==> src/design/ssd_pkg.sv <==
// Package for the shift-subtract unsigned divider.
// Holds the data width, the per-cell data record and the cell step function.
// No dependencies.
`timescale 1ns / 1ps
`default_nettype none

package ssd_pkg;

	localparam int DATA_WIDTH = 32;
	localparam int NUM_CELLS  = DATA_WIDTH;

	// Partial division carried from one cell to the next
	typedef struct packed {
		logic [DATA_WIDTH-1:0] rem;  // partial remainder, below den unless den is zero
		logic [DATA_WIDTH-1:0] num;  // dividend bits not yet taken in, MSB first
		logic [DATA_WIDTH-1:0] den;  // divisor
		logic [DATA_WIDTH-1:0] quo;  // quotient bits so far, shifted in at the LSB
		logic                  dz;   // divisor was zero
	} ssd_data_t;

	// One restoring step: take in the next dividend bit, subtract if it fits
	function automatic ssd_data_t ssd_step(input ssd_data_t d);
		logic [DATA_WIDTH:0] sh;
		logic [DATA_WIDTH:0] diff;
		logic                fits;
		ssd_data_t           r;
		sh   = {d.rem, d.num[DATA_WIDTH-1]};
		diff = sh - {1'b0, d.den};
		fits = (sh >= {1'b0, d.den});
		r     = d;
		r.rem = fits ? diff[DATA_WIDTH-1:0] : sh[DATA_WIDTH-1:0];
		r.num = {d.num[DATA_WIDTH-2:0], 1'b0};
		r.quo = {d.quo[DATA_WIDTH-2:0], fits};
		return r;
	endfunction

endpackage

`default_nettype wire

==> src/design/ssd_cell.sv <==
// One divider cell: a restoring step followed by its own register stage.
// Depends on ssd_pkg for the data record and the step function.
`timescale 1ns / 1ps
`default_nettype none

module ssd_cell
	import ssd_pkg::*;
(
	input  wire logic      clk,
	input  wire logic      arst_n,
	input  wire logic      up_valid,
	output logic           up_ready,
	input  wire ssd_data_t up_data,
	output logic           dn_valid,
	input  wire logic      dn_ready,
	output ssd_data_t      dn_data
);

	logic      valid_q;
	ssd_data_t data_q;

	// Cell can load when empty or when its content moves on this cycle
	assign up_ready = !valid_q || dn_ready;

	// Occupancy
	always_ff @(posedge clk or negedge arst_n) begin
		if (!arst_n) begin
			valid_q <= 1'b0;
		end else if (up_ready) begin
			valid_q <= up_valid;
		end
	end

	// Step result register
	always_ff @(posedge clk) begin
		if (up_ready && up_valid) begin
			data_q <= ssd_step(up_data);
		end
	end

	assign dn_valid = valid_q;
	assign dn_data  = data_q;

endmodule

`default_nettype wire

==> config.mk <==
export PLATFORM = sky130hd
export DESIGN_NAME = ssd_cell
export DESIGN_NICKNAME = d
export VERILOG_FILES = /design/src/design/ssd_pkg.sv /design/src/design/ssd_cell.sv
export SDC_FILE = /design/constraint.sdc
export NUM_CORES = 1
export LEC_CHECK = 0
export BUFFER_PORTS_ARGS = -buffer_cell sky130_fd_sc_hd__buf_2
export CAP_MARGIN = 20
export CORE_ASPECT_RATIO = 0.75
export CORE_MARGIN = 5
export CORE_UTILIZATION = 52
export DETAILED_ROUTE_END_ITERATION = 10
export PLACE_DENSITY = 0.86
export SLEW_MARGIN = 20
export SYNTH_ARGS = -nofsm -noshare
export SYNTH_HDL_FRONTEND = slang
export SYNTH_SLANG_ARGS = --single-unit
==> constraint.sdc <==
create_clock -name clk -period 7.7 [get_ports clk]
set_input_delay 0.385 -clock clk [delete_from_list [all_inputs] [get_ports clk]]
set_output_delay 0.385 -clock clk [all_outputs]
set_load 0.005 [all_outputs]
==> out/qor.csv <==
metric;value;unit
clk_pin_slew;60;ps
holdCritPathClass;input pin to flop;
num-fill-cells;837;
postSynthAreaPerCell;12.6;um^2
start_kind;input pin;
synthCells;493;
layout-drive-gt1-share;40.1;%
dr.pass1.iters;5;
crit_fanout;43;
cts_buffers;17;
p_per_area;241;nW/um^2
dp_hpwl;13000;um
async_reset_ff_share;0.775;%
post_cts_buffers;0;
synthDistinctLibCells;51;
yosys.area.top_type_share;61.7;%
synth_area;6230;um^2
track_usage;24.2;%
rsz0062_at_grt;no;
detail-route-antenna-nets;0;
setup_tns;0;ps
layout.nets;924;
slew_headroom;35.7;%
dieWidth;136;um
synth_top_cells_by_area;edfxtp_1 (62%), ha_1 (6.4%), a21oi_1 (4.3%), inv_1 (2.8%), xnor2_1 (2.3%);
layout_commonest_cell;buf_2;
remaining_drc_errors;0;
power_frac_comb;16.7;%
dieArea;14300;um^2
clockBufferDepth;2;
place.gp.congestion;0.911;
hold_slack;141;ps
die_y;105;um
initial_utilization;53.4;%
ir_worst_vdd;0.148;mV
internal_power;1.47;mW
r2r_cells;3;
startpoint;up_data[36];
cts_tree;done;
coreArea;11700;um^2
synth_edf_count;128;
grt-ovfl-total;0;
routed_wl;17300;um
antenna_found_initial;5;
power_switching_share;26.0;%
leakagePower;3.67;nW
crit_end;dn_data[111];
synth_seq_area_share;62.1;%
regArea;3870;um^2
r2r_start;dn_valid;
routedWlPerCell;18.4;um
finalCritPeriodShare;42.1;%
synth_top_area_cell;edfxtp_1;
crit_required;7870;ps
r2r-end;dn_data[24];
final-setup-viol-count;0;
regToRegSetupSlack;5300;ps
portBuffers;261;
fin_skew;7.01;ps
endpoint_kind;flop;
syn_to_final_growth;32.4;%
sequentialPowerShare;42.9;%
h-tree-depth;4;
synth-seq-cells;129;
critical_path_class;input pin to flop;
vias;4935;
yosys_warnings;0;
fmax;308;MHz
drv_cap;0;
period_needed;3240;ps
grt_pass1_wl;26600;um
fp-row-count;34;
final_cell_mix;buf_2 (261), edfxtp_1 (128), a21oi_1 (54);
ys.flop_type;edfxtp_1;
clkLatencyLatePin;410;ps
grt_max_degree;81;
p_switching;0.516;mW
clkPwrFrac;40.3;%
status;finished, final reports clean;
synthesis.nets;659;
drv_slew;0;
io_pins;264;
tightest_slew;964;ps
initialDrtViolationCount;418;
critical_path_arrival;3410;ps
cts.sinks;129;
routed_via_density;5.26;
cts-root-buf;clkbuf_16;
final-hold-violation-count;0;
grt_pass1_vias;5151;
multi_input_comb_area;2070;um^2
## metal layers
layer	routed length (um)	vias up	global-route usage [%]
met5	7	-	0
met1	6430	2291	26.6
met2	8750	244	41.7
li1	-	2358	-
met4	467	2	10.3
met3	1660	40	9.41
## timing repair
action                                 in CTS  in global routing
resized for setup                           0                  0
endpoints found under the hold margin       1                  0
hold buffers                                1                  0
## sequential cells by signal (all words and copies together), names as in the netlist
| name | flops |
|---|---|
| dn_data | 128 |
| dn_valid | 1 |
## worst min-delay path by stage
stage | cells past startpoint | slack, ps | startpoint | endpoint
global placement | 1 | 160 | arst_n | dn_valid
floorplan | 0 | 90 | arst_n | dn_valid
finish | 1 | 140 | up_data[72] | dn_data[73]
detailed placement | 1 | 170 | arst_n | dn_valid
global route | 1 | 120 | up_data[94] | dn_data[95]
CTS | 1 | 120 | up_data[72] | dn_data[73]
## stage by stage
stage          util, %  cell area (um^2)  worst slack [ps]  power [mW]  instances
3_5_place_dp      65.5              7630              4100        1.19        900
3_3_place_gp      65.5              7630              4180        1.18        900
4_1_cts           70.6              8230              4520        1.99        933
2_1_floorplan        -              6230              3700        1.07        493
5_1_grt           70.7              8240              4270        2.07        938
6_report          70.7              8240              4460        1.98        939
## critical path, cell delays in order
cell,delay (ps)
buf_2,90
inv_1,50
ha_1,360
o21ai_0,130
a21oi_1,370
a2111oi_0,180
nor2_1,420
a21o_1,220
o21a_2,330
buf_4,500
mux2_4,340
## cell usage after synthesis (all sizes together) (3+ instances only)
cell type,count
nand2b,9
edfxtp,128
xor2,10
a211oi,3
nor2,37
nor3,3
ha,32
inv,46
o21ai,21
a21oi,55
nand3,8
buf,12
mux2,8
clkbuf,6
nand2,24
o31ai,7
and2,4
xnor2,16
nand4,8
a2111oi,4
o21bai,5
a21o,8
o21a,6
## layout make-up
| cell class | instances | share of cell area [%] |
|---|---|---|
| sequential | 129 | 46.9 |
| multi-input combinational | 300 | 25.1 |
| timing repair buffer | 264 | 16.2 |
| clock buffer | 18 | 5.21 |
| tap | 162 | 2.46 |
| inverter | 46 | 2.09 |
| clock inverter | 14 | 1.87 |
| antenna | 6 | 0.182 |
## logic make-up (layout without fill, tap and decap cells)
kind of cell	Yosys count	after routing	synth area share, %
AOI/OAI and AO/OA	120	120	11.8
xor gates and xnor gates	26	26	3.66
adders and majority gates	33	33	6.75
buffers and inverters	64	342	4.68
DFF	129	129	62.1
muxes	10	10	2.25
other	1	7	0.0602
and+or+nand+nor	110	110	8.70
## power groups by stage
stage | clock [mW] | sequential [mW] | combinational, mW
after global placement | 0 | 0.863 | 0.315
after CTS | 0.809 | 0.852 | 0.331
after detailed placement | 0 | 0.865 | 0.326
after floorplan | 0 | 0.877 | 0.194
final | 0.800 | 0.851 | 0.332
after global routing | 0.847 | 0.855 | 0.367
(Power assumes the default switching activity.)
